==> src/rtl/cmap_pkg.sv <==
// ----------------------------------------------------------------------------
// cmap_pkg
// shared widths, codes and types of the scalar to rgb colormap pipeline
// ----------------------------------------------------------------------------
package cmap_pkg;

	localparam int SAMPLE_W = 16;
	localparam int FRAC_W   = 16;
	localparam int QUO_W    = FRAC_W + 1;
	localparam int REM_W    = SAMPLE_W + 1;
	localparam int CHAN_W   = 8;
	localparam int SEL_W    = 3;
	localparam int ADDR_W   = 2;
	localparam int LATENCY  = QUO_W + 3;

	typedef enum logic [SEL_W-1:0] {
		MAP_GRAY   = 3'd0,
		MAP_RG     = 3'd1,
		MAP_AUTUMN = 3'd2,
		MAP_HOT    = 3'd3,
		MAP_JET    = 3'd4
	} map_t;

	typedef enum logic [ADDR_W-1:0] {
		CFG_MIN = 2'd0,
		CFG_MAX = 2'd1,
		CFG_SEL = 2'd2
	} cfg_idx_t;

	typedef struct packed {
		logic             err;
		logic             empty;
		logic [SEL_W-1:0] sel;
	} side_t;

	typedef struct packed {
		logic [QUO_W-1:0] r;
		logic [QUO_W-1:0] g;
		logic [QUO_W-1:0] b;
	} chan_n_t;

endpackage

==> src/rtl/cmap_norm.sv <==
// ----------------------------------------------------------------------------
// cmap_norm
// clamps the sample into the configured range and forms numerator and span
// ----------------------------------------------------------------------------
module cmap_norm (
	input  logic                          clk,
	input  logic                          arst_n,
	input  logic                          in_vld,
	input  logic [cmap_pkg::SAMPLE_W-1:0] sample,
	input  logic [cmap_pkg::SAMPLE_W-1:0] min_value,
	input  logic [cmap_pkg::SAMPLE_W-1:0] max_value,
	input  logic [cmap_pkg::SEL_W-1:0]    map_select,
	output logic                          vld_s1,
	output logic [cmap_pkg::SAMPLE_W-1:0] num_s1,
	output logic [cmap_pkg::SAMPLE_W-1:0] den_s1,
	output cmap_pkg::side_t               side_s1
);

	logic                          below;
	logic                          above;
	logic                          empty;
	logic [cmap_pkg::SAMPLE_W-1:0] clamped;

	always_comb begin
		empty   = (max_value <= min_value);
		below   = (sample < min_value);
		above   = (sample > max_value);
		clamped = sample;
		if (below) begin
			clamped = min_value;
		end else if (above) begin
			clamped = max_value;
		end
	end

	always_ff @(posedge clk or negedge arst_n) begin
		if (!arst_n) begin
			vld_s1 <= 1'b0;
		end else begin
			vld_s1 <= in_vld;
		end
	end

	always_ff @(posedge clk) begin
		num_s1        <= clamped - min_value;
		den_s1        <= max_value - min_value;
		side_s1.empty <= empty;
		side_s1.err   <= empty | below | above;
		side_s1.sel   <= map_select;
	end

endmodule

==> src/rtl/cmap_div.sv <==
// ----------------------------------------------------------------------------
// cmap_div
// restoring divider, one quotient bit per stage, gives floor(num*2^16/den)
// ----------------------------------------------------------------------------
module cmap_div (
	input  logic                          clk,
	input  logic                          arst_n,
	input  logic                          in_vld,
	input  logic [cmap_pkg::SAMPLE_W-1:0] num,
	input  logic [cmap_pkg::SAMPLE_W-1:0] den,
	input  cmap_pkg::side_t               in_side,
	output logic                          out_vld,
	output logic [cmap_pkg::QUO_W-1:0]    quo,
	output cmap_pkg::side_t               out_side
);

	localparam int N = cmap_pkg::QUO_W;
	localparam int SW = cmap_pkg::SAMPLE_W;

	logic [N-1:0]                     vld_sn;
	logic [SW-1:0]                    rem_sn  [N];
	logic [N-1:0]                     quo_sn  [N];
	logic [SW-1:0]                    den_sn  [N];
	cmap_pkg::side_t                  side_sn [N];

	logic                             src_vld  [N];
	logic [cmap_pkg::REM_W-1:0]       trial    [N];
	logic [N-1:0]                     src_quo  [N];
	logic [SW-1:0]                    src_den  [N];
	cmap_pkg::side_t                  src_side [N];
	logic [cmap_pkg::REM_W-1:0]       diff     [N];
	logic                             qbit     [N];

	for (genvar i = 0; i < N; i++) begin : g_stage
		if (i == 0) begin : g_first
			assign src_vld[i]  = in_vld;
			assign trial[i]    = {1'b0, num};
			assign src_quo[i]  = '0;
			assign src_den[i]  = den;
			assign src_side[i] = in_side;
		end else begin : g_next
			assign src_vld[i]  = vld_sn[i-1];
			assign trial[i]    = {rem_sn[i-1], 1'b0};
			assign src_quo[i]  = quo_sn[i-1];
			assign src_den[i]  = den_sn[i-1];
			assign src_side[i] = side_sn[i-1];
		end

		assign diff[i] = trial[i] - {1'b0, src_den[i]};
		assign qbit[i] = (trial[i] >= {1'b0, src_den[i]});

		always_ff @(posedge clk or negedge arst_n) begin
			if (!arst_n) begin
				vld_sn[i] <= 1'b0;
			end else begin
				vld_sn[i] <= src_vld[i];
			end
		end

		always_ff @(posedge clk) begin
			rem_sn[i]  <= qbit[i] ? diff[i][SW-1:0] : trial[i][SW-1:0];
			quo_sn[i]  <= {src_quo[i][N-2:0], qbit[i]};
			den_sn[i]  <= src_den[i];
			side_sn[i] <= src_side[i];
		end
	end

	assign out_vld  = vld_sn[N-1];
	assign quo      = quo_sn[N-1];
	assign out_side = side_sn[N-1];

endmodule

==> src/rtl/cmap_color.sv <==
// ----------------------------------------------------------------------------
// cmap_color
// picks the colormap segment per channel, then scales each channel to 8 bits
// ----------------------------------------------------------------------------
module cmap_color (
	input  logic                        clk,
	input  logic                        arst_n,
	input  logic                        in_vld,
	input  logic [cmap_pkg::QUO_W-1:0]  v,
	input  cmap_pkg::side_t             in_side,
	output logic                        done,
	output logic [cmap_pkg::CHAN_W-1:0] red,
	output logic [cmap_pkg::CHAN_W-1:0] green,
	output logic [cmap_pkg::CHAN_W-1:0] blue,
	output logic                        range_error
);

	localparam int QW = cmap_pkg::QUO_W;
	localparam int TW = QW + 3;
	localparam int PW = QW + cmap_pkg::CHAN_W;
	localparam logic [TW-1:0] ONE_T   = TW'(1) << cmap_pkg::FRAC_W;
	localparam logic [TW-1:0] TWO_T   = ONE_T + ONE_T;
	localparam logic [TW-1:0] THREE_T = TWO_T + ONE_T;
	localparam logic [TW-1:0] FOUR_T  = THREE_T + ONE_T;
	localparam logic [TW-1:0] FIVE_T  = FOUR_T + ONE_T;
	localparam logic [QW-1:0] ONE_N   = QW'(1) << cmap_pkg::FRAC_W;

	logic [TW-1:0]    t3;
	logic [TW-1:0]    t5;
	logic [TW-1:0]    vt;
	cmap_pkg::chan_n_t n_c;

	logic              vld_s1;
	logic              err_s1;
	cmap_pkg::chan_n_t n_s1;

	logic [PW-1:0] pr;
	logic [PW-1:0] pg;
	logic [PW-1:0] pb;

	always_comb begin
		vt  = TW'(v);
		t3  = vt + (vt << 1);
		t5  = vt + (vt << 2);
		n_c = '0;
		case (in_side.sel)
			cmap_pkg::MAP_RG: begin
				n_c.r = ONE_N - v;
				n_c.g = v;
			end
			cmap_pkg::MAP_AUTUMN: begin
				n_c.r = ONE_N;
				n_c.g = v;
			end
			cmap_pkg::MAP_HOT: begin
				if (t3 < ONE_T) begin
					n_c.r = t3[QW-1:0];
				end else if (t3 < TWO_T) begin
					n_c.r = ONE_N;
					n_c.g = QW'(t3 - ONE_T);
				end else begin
					n_c.r = ONE_N;
					n_c.g = ONE_N;
					n_c.b = QW'(t3 - TWO_T);
				end
			end
			cmap_pkg::MAP_JET: begin
				if (t5 < ONE_T) begin
					n_c.b = t5[QW-1:0];
				end else if (t5 < TWO_T) begin
					n_c.g = QW'(t5 - ONE_T);
					n_c.b = ONE_N;
				end else if (t5 < THREE_T) begin
					n_c.g = ONE_N;
					n_c.b = QW'(THREE_T - t5);
				end else if (t5 < FOUR_T) begin
					n_c.r = QW'(t5 - THREE_T);
					n_c.g = ONE_N;
				end else begin
					n_c.r = ONE_N;
					n_c.g = QW'(FIVE_T - t5);
				end
			end
			default: begin
				n_c.r = v;
				n_c.g = v;
				n_c.b = v;
			end
		endcase
		if (in_side.empty) begin
			n_c = '0;
		end
	end

	always_ff @(posedge clk or negedge arst_n) begin
		if (!arst_n) begin
			vld_s1 <= 1'b0;
			done   <= 1'b0;
		end else begin
			vld_s1 <= in_vld;
			done   <= vld_s1;
		end
	end

	always_ff @(posedge clk) begin
		n_s1   <= n_c;
		err_s1 <= in_side.err;
	end

	// times 255 as times 256 minus one
	assign pr = {n_s1.r, {cmap_pkg::CHAN_W{1'b0}}} - PW'(n_s1.r);
	assign pg = {n_s1.g, {cmap_pkg::CHAN_W{1'b0}}} - PW'(n_s1.g);
	assign pb = {n_s1.b, {cmap_pkg::CHAN_W{1'b0}}} - PW'(n_s1.b);

	always_ff @(posedge clk) begin
		red         <= pr[cmap_pkg::FRAC_W +: cmap_pkg::CHAN_W];
		green       <= pg[cmap_pkg::FRAC_W +: cmap_pkg::CHAN_W];
		blue        <= pb[cmap_pkg::FRAC_W +: cmap_pkg::CHAN_W];
		range_error <= err_s1;
	end

endmodule

==> src/rtl/scalar_to_rgb_colormap.sv <==
// an accepted sample passes the norm, divider and color registers to done
// throughput: one sample per cycle, busy is never raised
// the depth is set by the divider, one quotient bit per stage over 17 stages
// done marks each result for exactly one cycle, the receiver cannot stall
// reset clears all valid bits and loads min 0, max 65535, gray map
// ----------------------------------------------------------------------------
// scalar_to_rgb_colormap
// normalizes a sample against min and max and maps it to an rgb color
// ----------------------------------------------------------------------------
module scalar_to_rgb_colormap (
	input  logic                          clk,
	input  logic                          arst_n,
	input  logic                          start,
	output logic                          busy,
	input  logic [cmap_pkg::SAMPLE_W-1:0] sample,
	output logic                          done,
	output logic [cmap_pkg::CHAN_W-1:0]   red,
	output logic [cmap_pkg::CHAN_W-1:0]   green,
	output logic [cmap_pkg::CHAN_W-1:0]   blue,
	output logic                          range_error,
	input  logic                          cfg_valid,
	output logic                          cfg_ready,
	input  logic [cmap_pkg::ADDR_W-1:0]   cfg_addr,
	input  logic [cmap_pkg::SAMPLE_W-1:0] cfg_data
);

	logic [cmap_pkg::SAMPLE_W-1:0] min_q;
	logic [cmap_pkg::SAMPLE_W-1:0] max_q;
	logic [cmap_pkg::SEL_W-1:0]    sel_q;

	logic                          norm_vld;
	logic [cmap_pkg::SAMPLE_W-1:0] norm_num;
	logic [cmap_pkg::SAMPLE_W-1:0] norm_den;
	cmap_pkg::side_t               norm_side;

	logic                          div_vld;
	logic [cmap_pkg::QUO_W-1:0]    div_quo;
	cmap_pkg::side_t               div_side;

	assign busy      = 1'b0;
	assign cfg_ready = 1'b1;

	always_ff @(posedge clk or negedge arst_n) begin
		if (!arst_n) begin
			min_q <= '0;
			max_q <= '1;
			sel_q <= cmap_pkg::MAP_GRAY;
		end else if (cfg_valid && cfg_ready) begin
			case (cfg_addr)
				cmap_pkg::CFG_MIN: min_q <= cfg_data;
				cmap_pkg::CFG_MAX: max_q <= cfg_data;
				cmap_pkg::CFG_SEL: sel_q <= cfg_data[cmap_pkg::SEL_W-1:0];
				default: ;
			endcase
		end
	end

	cmap_norm u_norm (
		.clk        (clk),
		.arst_n     (arst_n),
		.in_vld     (start && !busy),
		.sample     (sample),
		.min_value  (min_q),
		.max_value  (max_q),
		.map_select (sel_q),
		.vld_s1     (norm_vld),
		.num_s1     (norm_num),
		.den_s1     (norm_den),
		.side_s1    (norm_side)
	);

	cmap_div u_div (
		.clk      (clk),
		.arst_n   (arst_n),
		.in_vld   (norm_vld),
		.num      (norm_num),
		.den      (norm_den),
		.in_side  (norm_side),
		.out_vld  (div_vld),
		.quo      (div_quo),
		.out_side (div_side)
	);

	cmap_color u_color (
		.clk         (clk),
		.arst_n      (arst_n),
		.in_vld      (div_vld),
		.v           (div_quo),
		.in_side     (div_side),
		.done        (done),
		.red         (red),
		.green       (green),
		.blue        (blue),
		.range_error (range_error)
	);

`ifndef ASSERT_OFF
	a_beat_out: assert property (@(posedge clk) disable iff (!arst_n)
		start && !busy |-> ##(cmap_pkg::LATENCY) done)
		else $error("accepted beat did not come out");

	a_beat_in: assert property (@(posedge clk) disable iff (!arst_n)
		done |-> $past(start && !busy, cmap_pkg::LATENCY))
		else $error("result without accepted beat");

	a_empty_black: assert property (@(posedge clk) disable iff (!arst_n)
		done && (max_q <= min_q) |->
			red == '0 && green == '0 && blue == '0 && range_error)
		else $error("empty range not black with error");

	a_autumn_red: assert property (@(posedge clk) disable iff (!arst_n)
		done && sel_q == cmap_pkg::MAP_AUTUMN && (max_q > min_q) |-> red == '1)
		else $error("autumn map red not full");
`endif

endmodule
==> config.mk <==
export PLATFORM = sky130hd
export DESIGN_NAME = scalar_to_rgb_colormap
export DESIGN_NICKNAME = d
export VERILOG_FILES = /design/src/rtl/cmap_pkg.sv /design/src/rtl/cmap_norm.sv /design/src/rtl/cmap_div.sv /design/src/rtl/cmap_color.sv /design/src/rtl/scalar_to_rgb_colormap.sv
export SDC_FILE = /design/constraint.sdc
export NUM_CORES = 2
export LEC_CHECK = 0
export BUFFER_PORTS_ARGS = -buffer_cell sky130_fd_sc_hd__buf_2
export CAP_MARGIN = 15
export CORE_MARGIN = 2
export CORE_UTILIZATION = 62
export CTS_CLUSTER_DIAMETER = 200
export DETAILED_ROUTE_END_ITERATION = 10
export PLACE_DENSITY = 0.87
export SLEW_MARGIN = 10
export SYNTH_ARGS = -nofsm -noshare
export SYNTH_HDL_FRONTEND = slang
export SYNTH_SLANG_ARGS = --single-unit
==> constraint.sdc <==
create_clock -name clk -period 6.6 [get_ports clk]
set_input_delay 0.99 -clock clk [delete_from_list [all_inputs] [get_ports clk]]
set_output_delay 0.99 -clock clk [all_outputs]
set_load 0.01 [all_outputs]
After elaboration in Yosys (flattened, before gate mapping) --
Memory sizes are Yosys's and may differ from the RTL's. Cells that the tools add are included.
Cells by class: equal/unequal tests 6, reductions and logical operators 5, add/sub/neg operators 31, muxes and demuxes 33, magnitude comparators 26, bitwise logic cells 2
Operators with widths (number):
- $mux W16 | 19
- $sub A16 B16 Y16 | 19
- $ge A17 B16 Y1 | 16
- $mux W17 | 8
- $mux W34 | 4
- $pmux W34 S4 | 1
- $sub A24 B17 Y24 | 3
- $pmux W17 S3 | 1
- $sub A17 B17 Y17 const A | 3
- $sub A17 B17 Y17 const B | 3
- $lt A20 B18 Y1 const B | 2
- $add A17 B19 Y20 | 1
- $lt A20 B17 Y1 const B | 1
- $lt A20 B19 Y1 const B | 1
- $add A17 B18 Y19 | 1
- $lt A19 B17 Y1 const B | 1
- $lt A19 B18 Y1 const B | 1
- $sub A17 B1 Y17 const B | 1
- $ge A16 B16 Y1 | 1
- $gt A16 B16 Y1 | 1
- $le A16 B16 Y1 | 1
- $lt A16 B16 Y1 | 1
- $eq A3 B2 Y1 const B | 2
- $reduce_and A2 Y1 | 3
- other kinds (7) | 8
Word-level totals: output and inout port bits 28, flip-flop bits (word level) 169, memories kept 4, bits of input ports 38, RAM bits 918
Memory list:
- u_div.quo_sn | depth 17, bits a word 17, read ports 17, clocked after Yosys merged registers in 0, wr ports 17, line cmap_div.sv:22 | logic [N-1:0] quo_sn [N];
- u_div.den_sn | depth 17, bits a word 16, read ports 16, clocked after Yosys merged registers in 0, wr ports 17, line cmap_div.sv:23 | logic [SW-1:0] den_sn [N];
- u_div.rem_sn | depth 17, bits a word 16, read ports 16, clocked after Yosys merged registers in 0, wr ports 17, line cmap_div.sv:21 | logic [SW-1:0] rem_sn [N];
- u_div.side_sn | depth 17, bits a word 5, read ports 17, clocked after Yosys merged registers in 0, wr ports 17, line cmap_div.sv:24 | cmap_pkg::side_t side_sn [N];

Longest topological paths before layout --
An unclocked memory read counts as a cell.
word-level depth 8, depth in mapped cells 24

By module --
Synthesis repeated with hierarchy kept, for this count alone.
Second synthesis, totals: cell total of the unflattened synthesis 4530, area, all modules 43500.5 um^2
Modules (own cells, without submodules):
- cmap_div | seq. area each 15439.8 um^2, instances 1, area an instance 31739.2 um^2, cells an instance 3155
- cmap_color | seq. area each 1591.5 um^2, instances 1, area an instance 6994.2 um^2, cells an instance 889
- cmap_norm | seq. area each 765.7 um^2, instances 1, area an instance 3398.3 um^2, cells an instance 407
- scalar_to_rgb_colormap | seq. area each 895.9 um^2, instances 1, area an instance 1368.8 um^2, cells an instance 79

Least setup slack after synthesis --
OpenSTA, ideal clock, no wires.
kind in2reg, from input port sample[1] (netlist name), to register u_norm.num_s1[14] (netlist name), library setup time 0.118 ns, arrival time 4.970 ns, required time 6.482 ns, path slack 1.512 ns, stages on the path 23, cells stage by stage ha_1 nor2b_1 o21a_1 o21ai_0 a211oi_1 o31ai_1 a31oi_1 buf_1 buf_1 nand2_1 o211ai_1 o21ai_0 ha_1 fa_1 nor2b_1 o21ai_0 a21boi_0 o21ai_0 a211oi_1 o31ai_1 o21bai_1 a21oi_1 xnor2_1
Between the ends: cells in the longest elaborated chain, start to end 4, elaborated cells on any way between the ends 5
RTL lines:
- start, declared | line scalar_to_rgb_colormap.sv:15 | input logic [cmap_pkg::SAMPLE_W-1:0] sample,
- $gt A16 B16 Y1 | line cmap_norm.sv:27 | above = (sample > max_value);
- $mux W16 | line cmap_norm.sv:31 | end else if (above) begin
- $mux W16 (*) | line cmap_norm.sv:29 | if (below) begin
- $sub A16 B16 Y16 (*) | line cmap_norm.sv:45 | num_s1 <= clamped - min_value;
- end signal, assigned | line cmap_norm.sv:45
- end, declared | line cmap_norm.sv:14 | output logic [cmap_pkg::SAMPLE_W-1:0] num_s1,
Every way passes the cells marked *; elsewhere a longest branch is shown, timed or not. A chain may end at the register's enable or synchronous reset.

Worst setup path in the final report --
from register max_q[1] (netlist name), to register u_norm.num_s1[14] (netlist name)
Between the ends: cells in the longest elaborated chain, start to end 4
RTL lines:
- start, declared | line scalar_to_rgb_colormap.sv:28 | logic [cmap_pkg::SAMPLE_W-1:0] max_q;
- start signal, assigned | line scalar_to_rgb_colormap.sv:51 | cmap_pkg::CFG_MAX: max_q <= cfg_data;
- $gt A16 B16 Y1 | line cmap_norm.sv:27
- $mux W16 (*) | line cmap_norm.sv:31
- $mux W16 (*) | line cmap_norm.sv:29
- $sub A16 B16 Y16 (*) | line cmap_norm.sv:45
Marks and branches as above.

==> results.py <==
metrics = {
    "sta": {
        "min_period_ps": 5041,
        "max_freq_mhz": 198.4,
        "rsz0062_at_grt": "no",
        "tightest_slew_ps": 1139,
        "finalHoldViolations": 0,
        "setup_viol": 0,
        "setup_tns_ps": 0,
        "slew_viol_final": 0,
        "max_slew_margin": 0.2378,
        "fin_skew_ps": 35.94,
        "layout_worst_path_cycle_share": 0.7638,
    },
    "routing": {
        "drt_first_pass_iters": 6,
        "viasPerCell": 5.861,
        "finalWirelength_mm": 96.12,
        "drc": 0,
        "ant_nets": 0,
        "first_iter_violations": 2427,
        "wl_per_cell_um": 18.25,
        "vias": 30880,
    },
    "cts": {
        "root_buffer": "clkbuf_16",
        "clk_pin_slew_ps": 70,
        "cts_buffers": 90,
        "clk_latency_ps": 670,
        "cts_tree": "done",
        "ctsHoldBuffers": 0,
        "cts.sinks": 919,
        "clockBufferDepth": 3,
        "post-cts-setup-buffer-count": 0,
        "h-tree-depth": 3,
        "cts.repair.resized": 0,
    },
    "outcome": {
        "outcome": "finished clean",
    },
    "logic_synthesis": {
        "syn-num-nets": 4708,
        "postSynthRegisterBits": 919,
        "ys_types": 90,
        "synth_edf_count": 0,
        "ys.flop_type": "dfxtp_1",
        "postSynthAreaPerCell_um2": 9.798,
        "netlist_instances": 4243,
        "syn_area_um2": 41570,
        "synth_warnings": 0,
        "ys_seq_area_frac": 0.4497,
        "async_flop_share": 0.05985,
    },
    "global_routing": {
        "use_met1": 0.3142,
        "met2_usage": 0.4990,
        "grt_pass1_vias": 31490,
        "grt_use_met3": 0.04591,
        "overflow": 0,
        "grt_pass1_wl_mm": 156.4,
        "gr-max-usage-layer": "met2",
        "antenna_found_initial": 0,
        "grt_max_degree": 56,
        "grtUsageTotal": 0.2733,
    },
    "critical_path": {
        "r2r-start": "max_q[1]$_DFFE_PN1P_",
        "crit_end": "u_norm.num_s1[14]$_DFF_P_",
        "rr_worst_depth": 21,
        "reg2reg_setup_slack_ps": 1560,
        "path_class": "flip-flop to flip-flop",
        "cp_max_fo": 6,
        "critPathLaunch": "max_q[1]$_DFFE_PN1P_",
        "crit_path_end_kind": "flip-flop",
        "start_kind": "flip-flop",
        "worstReg2RegEnd": "u_norm.num_s1[14]$_DFF_P_",
        "cp_data_arrival_time_ps": 5630,
        "crit_required_ps": 7190,
    },
    "die": {
        "die_y_um": 262.9,
        "die_area_um2": 69140,
        "core_um2": 66100,
        "io_pins": 66,
        "placementRows": 94,
        "die_x_um": 262.9,
        "start_util": 0.6289,
    },
    "placement": {
        "port-buffer-count": 63,
        "placed_area_um2": 42750,
        "gp_congestion": 0.9571,
        "dp_hpwl_mm": 65.63,
    },
    "cells_and_area": {
        "multiInputGateArea_um2": 20810,
        "final_common_cell": "dfxtp_1",
        "nNetsFinal": 4793,
        "area_growth_syn_to_layout_pct": 10.69,
        "diodes": 0,
        "fin_area_um2": 46020,
        "drive_above_1_share": 0.1083,
        "layout_common_cells": "dfxtp_1 (864), inv_1 (471), ha_1 (407)",
        "fillers": 4474,
        "regArea_um2": 18690,
    },
    "run": {
        "maxCapViolations": 0,
    },
    "min_path": {
        "hold_class": "flip-flop to flip-flop",
    },
}
[metal layers]
metal | up-vias | share of wire | wire length (um)
met1 | 14670 | 0.40 | 38490
met3 | 315 | 0.055 | 5298
li1 | 14830 | - | -
met2 | 1063 | 0.50 | 48410
met5 | - | 0 | 0
met4 | 0 | 0.041 | 3917
[Yosys cell counts (21+ instances only)]
cell | n | area (um2)
o31ai_1 | 22 | 165.2
clkbuf_1 | 61 | 229.0
a211oi_1 | 32 | 240.2
inv_1 | 471 | 1768
nand3_1 | 64 | 320.3
nand2b_1 | 48 | 300.3
nor3_1 | 88 | 440.4
mux2_2 | 164 | 1847
dfxtp_1 | 864 | 17300
and2_1 | 26 | 162.7
nor2_1 | 295 | 1107
or3_1 | 22 | 137.6
nand4_1 | 56 | 350.3
nor2b_1 | 71 | 444.2
a21o_1 | 111 | 833.3
a21boi_0 | 21 | 157.7
nand2_1 | 183 | 686.9
and3_1 | 26 | 162.7
a21oi_1 | 272 | 1361
o21a_1 | 33 | 247.7
xnor2_1 | 178 | 1559
a31oi_1 | 31 | 193.9
dfrtp_1 | 39 | 975.9
ha_1 | 407 | 5092
mux2i_1 | 36 | 360.4
xor2_1 | 98 | 858.3
o21ai_0 | 195 | 975.9
o21bai_1 | 22 | 165.2
[flip-flops by register name, indices dropped and copies added (netlist names), 3 cells and up]
signal,flops
u_norm.side_s1,5
u_color.green,8
u_div.quo_sn,153
u_div.den_sn,256
u_color.n_s1,51
max_q,16
u_color.red,8
u_norm.num_s1,16
min_q,16
u_div.src_vld,16
u_norm.den_s1,16
sel_q,3
u_color.blue,8
u_div.rem_sn,256
u_div.side_sn,85
[area by class of cell]
| type | count | share of cell area |
|---|---|---|
| sequential | 919 | 0.4062 |
| clock inverter | 44 | 0.01400 |
| clock buffer | 124 | 0.05705 |
| multi-input combinational | 2772 | 0.4522 |
| timing repair buffer | 74 | 0.008646 |
| inverter | 471 | 0.03842 |
| tap | 864 | 0.02349 |
[logic make-up (layout without fill, tap and decap cells)]
group	count (synthesis)	in the layout	synth area share
adder cells (fa/ha/maj)	427	427	0.1321
buffers and inverters	552	713	0.05059
AND/OR/NAND/NOR	954	954	0.1139
multiplexers	200	200	0.05309
XOR/XNOR	276	276	0.05815
other	2	2	0.0001807
AO/OA/AOI/OAI	913	913	0.1423
flip-flops	919	919	0.4497
[through the flow]
| step | setup slack [ps] | util | cells | hold slack (ps) |
|---|---|---|---|---|
| 6_report | 1559 | 0.6962 | 5268 | 320.6 |
| 5_1_grt | 1065 | 0.6962 | 5268 | 323.7 |
| 4_1_cts | 1623 | 0.6962 | 5268 | 321.6 |
| 3_5_place_dp | 1213 | 0.6467 | 5100 | 312.1 |
| 3_3_place_gp | 1359 | 0.6467 | 5100 | 309.5 |
| 2_1_floorplan | 1512 | - | 4243 | 309.6 |
[worst min path at each step]
stage / slack, ps / end / start / cells past startpoint
after global placement: 310 / u_div.side_sn[0][26]$_DFF_P_ / u_div.side_sn[0][21]$_DFF_P_ / 0
after detailed placement: 310 / u_div.quo_sn[0][126]$_DFF_P_ / u_div.quo_sn[0][108]$_DFF_P_ / 0
after global routing: 320 / u_div.quo_sn[0][257]$_DFF_P_ / u_div.quo_sn[0][239]$_DFF_P_ / 0
final: 320 / u_div.quo_sn[0][138]$_DFF_P_ / u_div.quo_sn[0][120]$_DFF_P_ / 0
after CTS: 320 / u_div.quo_sn[0][188]$_DFF_P_ / u_div.quo_sn[0][170]$_DFF_P_ / 0
after floorplan: 310 / u_color.err_s1$_DFF_P_ / u_div.side_sn[0][84]$_DFF_P_ / 0
[critical path, cell delays in order (launching register included)]
cell and delay, ps:
dfstp_2 560, inv_1 90, ha_1 290, nor2b_1 130
o21a_1 110, o21ai_0 90, a211oi_1 290, o31ai_1 130
a31oi_2 390, mux2_2 390, nand2_1 70, a21boi_0 250
fa_1 250, nor2b_1 60, o21ai_0 250, a21boi_0 180
o21ai_0 380, a211oi_1 200, o31ai_1 430, o21bai_1 110
a21oi_1 180, xnor2_1 120
Power is left out: the tool's default activity adds up to more than one toggle a clock period on the data nets, which glitch-free logic cannot reach.
